<file path="src/sv/wggc_pkg.sv">
package wggc_pkg;

	// Command codes on the input channel
	localparam logic [1:0] CMD_ADD  = 2'd0;
	localparam logic [1:0] CMD_POSE = 2'd1;
	localparam logic [1:0] CMD_TICK = 2'd2;
	localparam logic [1:0] CMD_NOP  = 2'd3;

	// Job kinds after classification
	localparam logic [1:0] JOB_ADD  = 2'd0;
	localparam logic [1:0] JOB_POSE = 2'd1;
	localparam logic [1:0] JOB_TICK = 2'd2;
	localparam logic [1:0] JOB_NOP  = 2'd3;

	// Register indexes
	localparam logic [1:0] REG_THRESHOLD = 2'd0;
	localparam logic [1:0] REG_LIN_GAIN  = 2'd1;
	localparam logic [1:0] REG_ANG_GAIN  = 2'd2;

	localparam int QUEUE_DEPTH_DEF  = 16;
	localparam int CORDIC_STEPS_DEF = 16;
	localparam int ATAN_ENTRIES     = 24;
	localparam int SQRT_STEPS       = 16;

	localparam logic signed [16:0] PI_Q12      = 17'sd12868;
	localparam logic signed [16:0] TWO_PI_Q12  = 17'sd25736;
	localparam logic signed [23:0] HALF_PI_Q20 = 24'sd1647099;

	localparam logic [14:0] THR_RESET = 15'd1024;
	localparam logic [3:0]  LG_RESET  = 4'd2;
	localparam logic [3:0]  AG_RESET  = 4'd5;

	typedef struct packed {
		logic [1:0]  kind;
		logic [14:0] tx;
		logic [14:0] ty;
		logic [7:0]  id;
		logic [14:0] px;
		logic [14:0] py;
		logic [14:0] ph;
	} job_t;

	typedef struct packed {
		logic [14:0] thr;
		logic [3:0]  lin_gain;
		logic [3:0]  ang_gain;
	} cfg_t;

	// Arctangent of 2^-i in Q.20
	function automatic logic [19:0] atan_q20(input logic [4:0] i);
		logic [19:0] r;
		case (i)
			5'd0:  r = 20'd823550;
			5'd1:  r = 20'd486170;
			5'd2:  r = 20'd256879;
			5'd3:  r = 20'd130396;
			5'd4:  r = 20'd65451;
			5'd5:  r = 20'd32757;
			5'd6:  r = 20'd16383;
			5'd7:  r = 20'd8192;
			5'd8:  r = 20'd4096;
			5'd9:  r = 20'd2048;
			5'd10: r = 20'd1024;
			5'd11: r = 20'd512;
			5'd12: r = 20'd256;
			5'd13: r = 20'd128;
			5'd14: r = 20'd64;
			5'd15: r = 20'd32;
			5'd16: r = 20'd16;
			5'd17: r = 20'd8;
			5'd18: r = 20'd4;
			5'd19: r = 20'd2;
			5'd20: r = 20'd1;
			5'd21: r = 20'd1;
			default: r = 20'd0;
		endcase
		return r;
	endfunction

endpackage

</file>
<file path="src/sv/waypoint_go_to_goal_controller_unit.sv">
// Waypoint go-to-goal controller.
// Input channel (in_valid/in_stall) carries one command per beat: add a
// target to the waypoint queue, store a pose and step, or step with the
// stored pose. Every input beat yields exactly one result beat on the
// output channel (out_valid/out_stall), in order.
// A front stage classifies beats into a two-entry job queue; the back
// stage runs one job at a time. Add and idle commands go from the job
// queue to the DONE state and then to the output register; a step with a
// queued target passes READ, SQ1, SQ2, the ITER loop, ERR and, unless it
// arrives, MUL before DONE. The ITER loop, shared by square root and
// CORDIC, has ITERS = max(16, min(CORDIC_STEPS, 24)) steps. The back stage
// takes no new job until the last job's result is in the output register.
// The config port (cfg_valid/cfg_ready) is always ready; write it only
// while the block is idle. Reset clears the queue, the stored pose and
// loads threshold 1024, gains 2 and 5. When out_stall is high the result
// beat holds; the back stage then waits and the job queue fills, after
// which in_stall rises.
module waypoint_go_to_goal_controller_unit
	import wggc_pkg::*;
#(
	parameter int QUEUE_DEPTH  = QUEUE_DEPTH_DEF,
	parameter int CORDIC_STEPS = CORDIC_STEPS_DEF
) (
	input  logic               clk,
	input  logic               arst_n,
	input  logic               cfg_valid,
	output logic               cfg_ready,
	input  logic [1:0]         cfg_index,
	input  logic [14:0]        cfg_data,
	input  logic               in_valid,
	output logic               in_stall,
	input  logic [1:0]         command,
	input  logic [14:0]        target_x,
	input  logic [14:0]        target_y,
	input  logic [7:0]         target_id,
	input  logic [14:0]        pose_x,
	input  logic [14:0]        pose_y,
	input  logic signed [14:0] pose_heading,
	output logic               out_valid,
	input  logic               out_stall,
	output logic               add_accepted,
	output logic               drive_valid,
	output logic [19:0]        linear_speed,
	output logic signed [18:0] turn_rate,
	output logic               target_reached,
	output logic [7:0]         reached_id
);

	cfg_t cfg_q;
	logic job_valid;
	job_t job;
	logic job_pop;

	assign cfg_ready = 1'b1;

	// Write configuration registers
	always_ff @(posedge clk or negedge arst_n) begin
		if (!arst_n) begin
			cfg_q <= '{thr: THR_RESET, lin_gain: LG_RESET, ang_gain: AG_RESET};
		end else if (cfg_valid && cfg_ready) begin
			case (cfg_index)
				REG_THRESHOLD: cfg_q.thr      <= cfg_data;
				REG_LIN_GAIN:  cfg_q.lin_gain <= cfg_data[3:0];
				REG_ANG_GAIN:  cfg_q.ang_gain <= cfg_data[3:0];
				default: ;
			endcase
		end
	end

	wggc_front u_front (
		.clk          (clk),
		.arst_n       (arst_n),
		.in_valid     (in_valid),
		.in_stall     (in_stall),
		.command      (command),
		.target_x     (target_x),
		.target_y     (target_y),
		.target_id    (target_id),
		.pose_x       (pose_x),
		.pose_y       (pose_y),
		.pose_heading (pose_heading),
		.job_valid    (job_valid),
		.job          (job),
		.job_pop      (job_pop)
	);

	wggc_back #(
		.QUEUE_DEPTH  (QUEUE_DEPTH),
		.CORDIC_STEPS (CORDIC_STEPS)
	) u_back (
		.clk            (clk),
		.arst_n         (arst_n),
		.cfg            (cfg_q),
		.job_valid      (job_valid),
		.job            (job),
		.job_pop        (job_pop),
		.out_valid      (out_valid),
		.out_stall      (out_stall),
		.add_accepted   (add_accepted),
		.drive_valid    (drive_valid),
		.linear_speed   (linear_speed),
		.turn_rate      (turn_rate),
		.target_reached (target_reached),
		.reached_id     (reached_id)
	);

endmodule

</file>
<file path="src/sv/wggc_ram.sv">
module wggc_ram #(
	parameter int WIDTH = 38,
	parameter int DEPTH = 16
) (
	input  logic                     clk,
	input  logic                     we,
	input  logic [$clog2(DEPTH)-1:0] waddr,
	input  logic [WIDTH-1:0]         wdata,
	input  logic                     re,
	input  logic [$clog2(DEPTH)-1:0] raddr,
	output logic [WIDTH-1:0]         rdata
);

	logic [WIDTH-1:0] mem_q [DEPTH];

	always_ff @(posedge clk) begin
		if (we) begin
			mem_q[waddr] <= wdata;
		end
		if (re) begin
			rdata <= mem_q[raddr];
		end
	end

endmodule

</file>
<file path="src/sv/wggc_front.sv">
module wggc_front
	import wggc_pkg::*;
(
	input  logic        clk,
	input  logic        arst_n,
	input  logic        in_valid,
	output logic        in_stall,
	input  logic [1:0]  command,
	input  logic [14:0] target_x,
	input  logic [14:0] target_y,
	input  logic [7:0]  target_id,
	input  logic [14:0] pose_x,
	input  logic [14:0] pose_y,
	input  logic [14:0] pose_heading,
	output logic        job_valid,
	output job_t        job,
	input  logic        job_pop
);

	job_t       slot_q [2];
	logic       wr_q;
	logic       rd_q;
	logic [1:0] cnt_q;
	logic       push;
	job_t       cls;

	// Classify the incoming beat
	always_comb begin
		cls = '{kind: JOB_NOP, tx: target_x, ty: target_y, id: target_id,
			px: pose_x, py: pose_y, ph: pose_heading};
		unique case (command)
			CMD_ADD:  cls.kind = JOB_ADD;
			CMD_POSE: cls.kind = JOB_POSE;
			CMD_TICK: cls.kind = JOB_TICK;
			default:  cls.kind = JOB_NOP;
		endcase
	end

	assign in_stall  = cnt_q[1];
	assign push      = in_valid && !in_stall;
	assign job_valid = (cnt_q != 2'd0);
	assign job       = slot_q[rd_q];

	// Hold the payload of queued jobs
	always_ff @(posedge clk) begin
		if (push) begin
			slot_q[wr_q] <= cls;
		end
	end

	// Advance queue pointers
	always_ff @(posedge clk or negedge arst_n) begin
		if (!arst_n) begin
			wr_q  <= 1'b0;
			rd_q  <= 1'b0;
			cnt_q <= 2'd0;
		end else begin
			if (push) begin
				wr_q <= !wr_q;
			end
			if (job_pop) begin
				rd_q <= !rd_q;
			end
			cnt_q <= cnt_q + 2'(push) - 2'(job_pop);
		end
	end

endmodule

</file>
<file path="src/sv/wggc_back.sv">
module wggc_back
	import wggc_pkg::*;
#(
	parameter int QUEUE_DEPTH  = QUEUE_DEPTH_DEF,
	parameter int CORDIC_STEPS = CORDIC_STEPS_DEF
) (
	input  logic               clk,
	input  logic               arst_n,
	input  cfg_t               cfg,
	input  logic               job_valid,
	input  job_t               job,
	output logic               job_pop,
	output logic               out_valid,
	input  logic               out_stall,
	output logic               add_accepted,
	output logic               drive_valid,
	output logic [19:0]        linear_speed,
	output logic signed [18:0] turn_rate,
	output logic               target_reached,
	output logic [7:0]         reached_id
);

	localparam int AW     = $clog2(QUEUE_DEPTH);
	localparam int CW     = $clog2(QUEUE_DEPTH + 1);
	localparam int NSTEPS = (CORDIC_STEPS > ATAN_ENTRIES) ? ATAN_ENTRIES : CORDIC_STEPS;
	localparam int ITERS  = (NSTEPS > SQRT_STEPS) ? NSTEPS : SQRT_STEPS;

	localparam logic [2:0] ST_IDLE = 3'd0;
	localparam logic [2:0] ST_READ = 3'd1;
	localparam logic [2:0] ST_SQ1  = 3'd2;
	localparam logic [2:0] ST_SQ2  = 3'd3;
	localparam logic [2:0] ST_ITER = 3'd4;
	localparam logic [2:0] ST_ERR  = 3'd5;
	localparam logic [2:0] ST_MUL  = 3'd6;
	localparam logic [2:0] ST_DONE = 3'd7;

	logic [2:0]         state_q;
	logic [AW-1:0]      head_q;
	logic [AW-1:0]      tail_q;
	logic [CW-1:0]      count_q;
	logic [14:0]        sx_q;
	logic [14:0]        sy_q;
	logic [14:0]        sh_q;

	logic               ram_we;
	logic               ram_re;
	logic [37:0]        ram_rdata;

	logic signed [15:0] dx_q;
	logic signed [15:0] dy_q;
	logic [7:0]         id_q;
	logic [31:0]        sq_q;
	logic [17:0]        rem_q;
	logic [15:0]        root_q;
	logic signed [26:0] x_q;
	logic signed [26:0] y_q;
	logic signed [23:0] z_q;
	logic [4:0]         cnt_q;
	logic signed [16:0] err_q;

	logic               r_acc_q;
	logic               r_drv_q;
	logic [19:0]        r_lin_q;
	logic signed [18:0] r_turn_q;
	logic               r_reach_q;
	logic [7:0]         r_id_q;

	logic               full;
	logic               out_free;

	logic [17:0]        rem_n;
	logic [17:0]        trial;
	logic signed [26:0] xsh;
	logic signed [26:0] ysh;
	logic signed [23:0] ang;
	logic signed [26:0] x0;
	logic signed [26:0] y0;
	logic signed [23:0] zr;
	logic signed [16:0] bear;
	logic signed [16:0] head17;
	logic signed [16:0] e0;
	logic signed [16:0] e1;
	logic signed [16:0] e2;
	logic signed [21:0] turn_p;

	assign full     = (count_q == CW'(QUEUE_DEPTH));
	assign out_free = !out_valid || !out_stall;
	assign job_pop  = (state_q == ST_IDLE) && job_valid;
	assign ram_we   = job_pop && (job.kind == JOB_ADD) && !full;
	assign ram_re   = job_pop && (job.kind == JOB_POSE || job.kind == JOB_TICK);

	wggc_ram #(.WIDTH(38), .DEPTH(QUEUE_DEPTH)) u_ram (
		.clk   (clk),
		.we    (ram_we),
		.waddr (tail_q),
		.wdata ({job.id, job.ty, job.tx}),
		.re    (ram_re),
		.raddr (head_q),
		.rdata (ram_rdata)
	);

	// Square root digit step
	assign rem_n = {rem_q[15:0], sq_q[31:30]};
	assign trial = {root_q, 2'b01};

	// CORDIC vectoring step
	assign xsh = x_q >>> cnt_q;
	assign ysh = y_q >>> cnt_q;
	assign ang = {4'b0, atan_q20(cnt_q)};

	// Quarter-turn pre-rotation of the scaled vector
	always_comb begin
		x0 = {{3{dx_q[15]}}, dx_q, 8'b0};
		y0 = {{3{dy_q[15]}}, dy_q, 8'b0};
		if (dx_q[15]) begin
			if (!dy_q[15]) begin
				x0 = {{3{dy_q[15]}}, dy_q, 8'b0};
				y0 = -{{3{dx_q[15]}}, dx_q, 8'b0};
			end else begin
				x0 = -{{3{dy_q[15]}}, dy_q, 8'b0};
				y0 = {{3{dx_q[15]}}, dx_q, 8'b0};
			end
		end
	end

	// Round bearing and wrap heading error
	always_comb begin
		zr     = z_q + 24'sd128;
		bear   = zr[23:8] >= 16'sh8000 ? {1'b1, zr[23:8]} : {zr[23], zr[23:8]};
		head17 = {{2{sh_q[14]}}, sh_q};
		e0     = bear - head17;
		e1     = (e0 > PI_Q12) ? e0 - TWO_PI_Q12 : e0;
		e2     = (e1 < -PI_Q12) ? e1 + TWO_PI_Q12 : e1;
	end

	assign turn_p = $signed({1'b0, cfg.ang_gain}) * err_q;

	// Sequence one job at a time
	always_ff @(posedge clk or negedge arst_n) begin
		if (!arst_n) begin
			state_q <= ST_IDLE;
			head_q  <= '0;
			tail_q  <= '0;
			count_q <= '0;
			sx_q    <= '0;
			sy_q    <= '0;
			sh_q    <= '0;
		end else begin
			unique case (state_q)
				ST_IDLE: begin
					if (job_valid) begin
						r_acc_q   <= 1'b0;
						r_drv_q   <= 1'b0;
						r_lin_q   <= '0;
						r_turn_q  <= '0;
						r_reach_q <= 1'b0;
						r_id_q    <= '0;
						state_q   <= ST_DONE;
						case (job.kind)
							JOB_ADD: begin
								if (!full) begin
									r_acc_q <= 1'b1;
									tail_q  <= (tail_q == AW'(QUEUE_DEPTH - 1)) ? '0
										: tail_q + 1'b1;
									count_q <= count_q + 1'b1;
								end
							end
							JOB_POSE, JOB_TICK: begin
								if (job.kind == JOB_POSE) begin
									sx_q <= job.px;
									sy_q <= job.py;
									sh_q <= job.ph;
								end
								if (count_q != '0) begin
									state_q <= ST_READ;
								end
							end
							default: ;
						endcase
					end
				end
				ST_READ: begin
					dx_q    <= $signed({1'b0, ram_rdata[14:0]}) - $signed({1'b0, sx_q});
					dy_q    <= $signed({1'b0, ram_rdata[29:15]}) - $signed({1'b0, sy_q});
					id_q    <= ram_rdata[37:30];
					state_q <= ST_SQ1;
				end
				ST_SQ1: begin
					sq_q    <= 32'(dx_q * dx_q);
					state_q <= ST_SQ2;
				end
				ST_SQ2: begin
					sq_q    <= sq_q + 32'(dy_q * dy_q);
					rem_q   <= '0;
					root_q  <= '0;
					x_q     <= x0;
					y_q     <= y0;
					z_q     <= dx_q[15] ? (dy_q[15] ? -HALF_PI_Q20 : HALF_PI_Q20) : '0;
					cnt_q   <= '0;
					state_q <= ST_ITER;
				end
				ST_ITER: begin
					if (cnt_q < 5'(SQRT_STEPS)) begin
						sq_q <= {sq_q[29:0], 2'b00};
						if (rem_n >= trial) begin
							rem_q  <= rem_n - trial;
							root_q <= {root_q[14:0], 1'b1};
						end else begin
							rem_q  <= rem_n;
							root_q <= {root_q[14:0], 1'b0};
						end
					end
					if (cnt_q < 5'(NSTEPS)) begin
						if (!y_q[26]) begin
							x_q <= x_q + ysh;
							y_q <= y_q - xsh;
							z_q <= z_q + ang;
						end else begin
							x_q <= x_q - ysh;
							y_q <= y_q + xsh;
							z_q <= z_q - ang;
						end
					end
					cnt_q <= cnt_q + 1'b1;
					if (cnt_q == 5'(ITERS - 1)) begin
						state_q <= ST_ERR;
					end
				end
				ST_ERR: begin
					r_drv_q <= 1'b1;
					err_q   <= e2;
					if (root_q > {1'b0, cfg.thr}) begin
						state_q <= ST_MUL;
					end else begin
						r_reach_q <= 1'b1;
						r_id_q    <= id_q;
						head_q    <= (head_q == AW'(QUEUE_DEPTH - 1)) ? '0 : head_q + 1'b1;
						count_q   <= count_q - 1'b1;
						state_q   <= ST_DONE;
					end
				end
				ST_MUL: begin
					r_lin_q  <= 20'(cfg.lin_gain * root_q);
					r_turn_q <= turn_p[18:0];
					state_q  <= ST_DONE;
				end
				ST_DONE: begin
					if (out_free) begin
						state_q <= ST_IDLE;
					end
				end
				default: state_q <= ST_IDLE;
			endcase
		end
	end

	// Hold the result beat until taken
	always_ff @(posedge clk or negedge arst_n) begin
		if (!arst_n) begin
			out_valid <= 1'b0;
		end else if (out_free) begin
			out_valid <= (state_q == ST_DONE);
		end
	end

	always_ff @(posedge clk) begin
		if (out_free && state_q == ST_DONE) begin
			add_accepted   <= r_acc_q;
			drive_valid    <= r_drv_q;
			linear_speed   <= r_lin_q;
			turn_rate      <= r_turn_q;
			target_reached <= r_reach_q;
			reached_id     <= r_id_q;
		end
	end

	a_count_bound: assert property (@(posedge clk) disable iff (!arst_n)
		count_q <= CW'(QUEUE_DEPTH))
		else $error("queue count above depth");
	a_reach_drive: assert property (@(posedge clk) disable iff (!arst_n)
		out_valid && target_reached |-> drive_valid && linear_speed == '0)
		else $error("arrival without drive or with speed");
	a_add_nodrive: assert property (@(posedge clk) disable iff (!arst_n)
		out_valid && add_accepted |-> !drive_valid && !target_reached)
		else $error("add beat carries drive");
	a_pop_idle: assert property (@(posedge clk) disable iff (!arst_n)
		job_pop |=> state_q != ST_IDLE)
		else $error("job popped without work");
	a_ram_excl: assert property (@(posedge clk) disable iff (!arst_n)
		!(ram_we && ram_re))
		else $error("queue write and read together");

endmodule
</file>
<file path="config.mk">
export PLATFORM = sky130hd
export DESIGN_NAME = waypoint_go_to_goal_controller_unit
export DESIGN_NICKNAME = d
export VERILOG_FILES = /design/src/sv/wggc_pkg.sv /design/src/sv/waypoint_go_to_goal_controller_unit.sv /design/src/sv/wggc_ram.sv /design/src/sv/wggc_front.sv /design/src/sv/wggc_back.sv
export SDC_FILE = /design/constraint.sdc
export NUM_CORES = 2
export LEC_CHECK = 0
export BUFFER_PORTS_ARGS = -buffer_cell sky130_fd_sc_hd__buf_2
export CAP_MARGIN = 20
export CORE_MARGIN = 2
export CORE_UTILIZATION = 66
export CTS_BUF_LIST = sky130_fd_sc_hd__clkbuf_4 sky130_fd_sc_hd__clkbuf_8 sky130_fd_sc_hd__clkbuf_16
export DETAILED_ROUTE_END_ITERATION = 8
export PLACE_DENSITY = 0.92
export SYNTH_ARGS = -nofsm -noshare
export SYNTH_HDL_FRONTEND = slang
export SYNTH_SLANG_ARGS = --single-unit
</file>
<file path="constraint.sdc">
create_clock -name clk -period 22.7 [get_ports clk]
set_clock_uncertainty 0.15 [all_clocks]
set_input_delay 5.675 -clock clk [delete_from_list [all_inputs] [get_ports clk]]
set_output_delay 5.675 -clock clk [all_outputs]
set_load 0.02 [all_outputs]
</file>
==> results_tabular.tex <==
\begin{tabular}{lr}
\hline
Metric & Value \\
\hline
\multicolumn{2}{l}{\textbf{Route}} \\
WL per Instance & 24.7 um \\
Residual DRC & 0 \\
Final routed wirelength across all metal layers & approximately 220000 um \\
Iteration-0 DRC Markers & around 7800 \\
Vias post-DR & between 50000 and 60000 \\
Ratio of routed vias to standard cells & approximately 6.5 \\
Antenna viol nets, final & 0 \\
First-pass iteration count of the detailed router & 6 \\
\multicolumn{2}{l}{\textbf{Global routing}} \\
Wire length of the first global-routing pass & 336000 um \\
Sum of overflow across all layers after global routing & 0 \\
Number of global-route vias before repair & around 59000 \\
Antenna violations before repair & 10 \\
Global routing usage summed across all routing layers & 0.346 \\
Maximum number of pins on one net before global-route repair & 140 \\
\multicolumn{2}{l}{\textbf{Setup path}} \\
Capturing element type of the critical path & register \\
Cell count of the worst reg-to-reg path & 25 \\
Endpoint of the most critical setup path & u\_back.sq\_q[28]\$\_DFFE\_PP\_ \\
Critical Path RT & 23.04 ns \\
Type of the setup path with the least slack & reg2reg \\
Critical register-to-register path endpoint & u\_back.sq\_q[28]\$\_DFFE\_PP\_ \\
Startpoint of the worst setup timing path & u\_back.dy\_q[10]\$\_DFFE\_PP\_ \\
Data arrival, critical path & 9.04 ns \\
Worst reg2reg path startpoint & u\_back.dy\_q[10]\$\_DFFE\_PP\_ \\
Critical Path Source Type & register \\
Critical-path maximum fanout & 16 \\
Setup slack on the worst flop-to-flop path & 14.00 ns \\
\multicolumn{2}{l}{\textbf{Timing}} \\
Number of max-slew violations in the final report & 0 \\
Relative slew slack & 0.209 \\
Final hold vios & 0 \\
Transition time at the pin with the least slew margin & 1.18 ns \\
Highest clock frequency the design can meet & 0.115 GHz \\
Setup-failing EPs final & 0 \\
Setup TNS & 0 ns \\
Unrepaired setup endpoints after global routing & no \\
Crit share post-route & 0.383 \\
Final worst setup slack & 14.00 ns \\
Final critical-path required period & slightly below 9 ns \\
\multicolumn{2}{l}{\textbf{Clocking}} \\
Insertion delay of the later-clocked pin in the worst-skew pair & 0.80 ns \\
Buffer cell driving the clock tree root & clkbuf\_16 \\
Cts bufs inserted & 119 \\
\# hold bufs at CTS & 0 \\
TritonCTS clock tree & built \\
Count of instances resized after the clock tree is built & 0 \\
Clock transition at path regs & 0.06 ns \\
Sinks on the clock net & 1229 \\
Clock H-tree levels & 3 \\
Max Buffers Root-to-Sink & 3 \\
Number of buffers inserted by post-CTS setup repair & 0 \\
\multicolumn{2}{l}{\textbf{Placed design}} \\
DP Area & about 84000 um2 \\
IO buf count & 158 \\
Detailed placer's ending HPWL & 142000 um \\
Setup slack after placement & about 14 ns \\
RePlAce Congestion & 0.974 \\
\multicolumn{2}{l}{\textbf{Finish}} \\
Share of post-route cells with drive strength above 1 & 0.107 \\
Total number of nets in the final design & 8186 \\
Final non-filler cell area & 88400 um2 \\
Area Overhead vs Synth & 7.93\% \\
\multicolumn{2}{l}{\textbf{Hold path}} \\
Class of the tightest hold or removal check & reg2reg \\
\multicolumn{2}{l}{\textbf{Logic synthesis}} \\
Number of storage elements in the synthesis netlist & between 1000 and 1500 \\
Area of the mapped netlist & just over 80000 um2 \\
Number of unique standard cell types used by synthesis & 106 \\
Synth Instances & roughly 7000 \\
Proportion of register bits with asynchronous set or reset after synthesis & 0.0724 \\
Portion of the post-synthesis area used by sequential elements & 0.443 \\
Net Count, Synth & around 8100 \\
Yosys warning count & 0 \\
Prevailing post-synth register cell & edfxtp\_1 \\
Mean Syn Cell Area & approximately 12 um2 \\
Number of enable-type register cells in the synthesized netlist & about 1100 \\
\multicolumn{2}{l}{\textbf{Floorplanning}} \\
Width of the die & about 360 um \\
Die span in y & 356 um \\
Initial cell density of the core & 0.663 \\
Core Box Area & 123000 um2 \\
Die outline area & 127000 um2 \\
Num rows & around 130 \\
Boundary pin count & 160 \\
\multicolumn{2}{l}{\textbf{Outcome}} \\
Result of the run & finished, final reports clean \\
\multicolumn{2}{l}{\textbf{Job}} \\
Max\_cap viols & 0 \\
\hline
\end{tabular}
## through the flow
| stage | util | cells | hold WS [ns] |
|---|---|---|---|
| 2_1_floorplan | - | 6983 | 0.250 |
| 3_5_place_dp | 0.683 | 8574 | 0.255 |
| 5_1_grt | 0.716 | 8805 | 0.272 |
| 6_report | 0.716 | 8808 | 0.266 |
| 4_1_cts | 0.715 | 8798 | 0.268 |
| 3_3_place_gp | 0.683 | 8574 | 0.250 |
## kinds of logic after synthesis
kind of cell | after synthesis | synth area share
xor+xnor | 335 | 0.0359
simple gates | 1542 | 0.0872
other cells | 1 | 0.0000458
fa+ha+maj | 1017 | 0.208
flops | 1229 | 0.443
mux | 454 | 0.0789
buf+inv | 1249 | 0.0580
compound gates | 1156 | 0.0896
## worst min path at each step
stage / cells past startpoint / end / slack, ns / start
CTS: 0 / u_back.reached_id[6]$_DFFE_PP_ / 0.27 / u_back.r_id_q[6]$_SDFFCE_PN0P_
finish: 0 / u_back.reached_id[6]$_DFFE_PP_ / 0.27 / u_back.r_id_q[6]$_SDFFCE_PN0P_
floorplan: 0 / u_back.add_accepted$_DFFE_PP_ / 0.25 / u_back.r_acc_q$_SDFFCE_PP0P_
global route: 0 / u_back.linear_speed[3]$_DFFE_PP_ / 0.27 / u_back.r_lin_q[3]$_SDFFCE_PN0P_
global placement: 0 / u_back.id_q[1]$_DFFE_PP_ / 0.25 / u_back.u_ram.rdata[31]$_DFFE_PP_
detailed placement: 0 / u_back.linear_speed[10]$_DFFE_PP_ / 0.25 / u_back.r_lin_q[10]$_SDFFCE_PN0P_
## worst max-delay path: stages, from the launching register on
cell      delay (ns)
edfxtp_1        0.89
clkinv_1        0.63
nor2_1          0.33
fa_1            0.46
inv_1           0.09
fa_1            0.42
fa_1            0.51
fa_1            0.56
inv_1           0.05
fa_1            0.48
inv_1           0.05
fa_1            0.47
inv_1           0.05
ha_1            0.33
a21oi_1         0.33
o22ai_1         0.15
a211oi_1        0.52
a211o_1         0.25
nand4_1         0.11
a31oi_1         0.27
o21ai_0         0.24
a21o_1          0.24
a21oi_1         0.28
xor2_1          0.20
nor2_1          0.07
a221o_1         0.29
## sequential cells by signal, indices dropped and copies added (netlist names), 15 cells and up
register and cells:
u_back.r_lin_q 20, u_back.z_q 24, u_back.u_ram.rdata 38, u_back.ang 20, u_back.y_q 27, u_back.err_q 17
u_back.turn_rate 19, u_back.sy_q 15, u_back.sq_q 32, u_back.rem_q 16, u_back.root_q 16, u_back.sh_q 15
u_back.dy_q 16, u_back.sx_q 15, u_front.slot_q 170, u_back.u_ram.mem_q 608, u_back.x_q 27, u_back.r_turn_q 19
cfg_q 23, u_back.dx_q 16, u_back.linear_speed 20
## cells in the mapped netlist, types with 80 or more instances
cell	n	area [um2]
fa_1	570	11400
edfxtp_1	1120	33600
xnor2_1	232	2030
nand2_1	553	2080
xor2_1	102	893
mux2_2	96	1080
nor3_1	80	400
dfrtp_1	85	2130
clkbuf_1	214	803
mux2i_1	214	2140
inv_1	956	3590
ha_1	447	5590
mux4_2	144	3240
a21oi_1	263	1320
o21ai_0	351	1760
and2_1	187	1170
nor2_1	420	1580
## routing by layer
metal	global-route usage	routed length, um
met1	0.438	75800
met2	0.565	104000
met3	0.0776	25700
met4	0.172	12000
met5	0	64
## cell type report
type	instances	area, um2
multi-input combinational	4505	41000
sequential	1229	36300
fill	7627	35100
inverter	967	3630
clock buffer	149	3250
tap	1637	2050
timing repair buffer	240	1460
clock inverter	75	724
antenna	6	15.0
## layout by cell type, fill, tap and decap left out, drive strengths merged, types with 70 or more instances in the layout
cell type     n
inv         967
mux4        144
and2        190
xnor2       233
a21o         71
dfrtp        85
nor3         81
o21ai       357
nand3        70
mux2i       214
nand2       553
nor2        420
buf         238
xor2        102
ha          447
a21oi       264
clkbuf      151
mux2         96
edfxtp     1120
fa          570
Power is not shown: default switching activity piles up to over one toggle a cycle in this logic, so the estimate is an artifact.
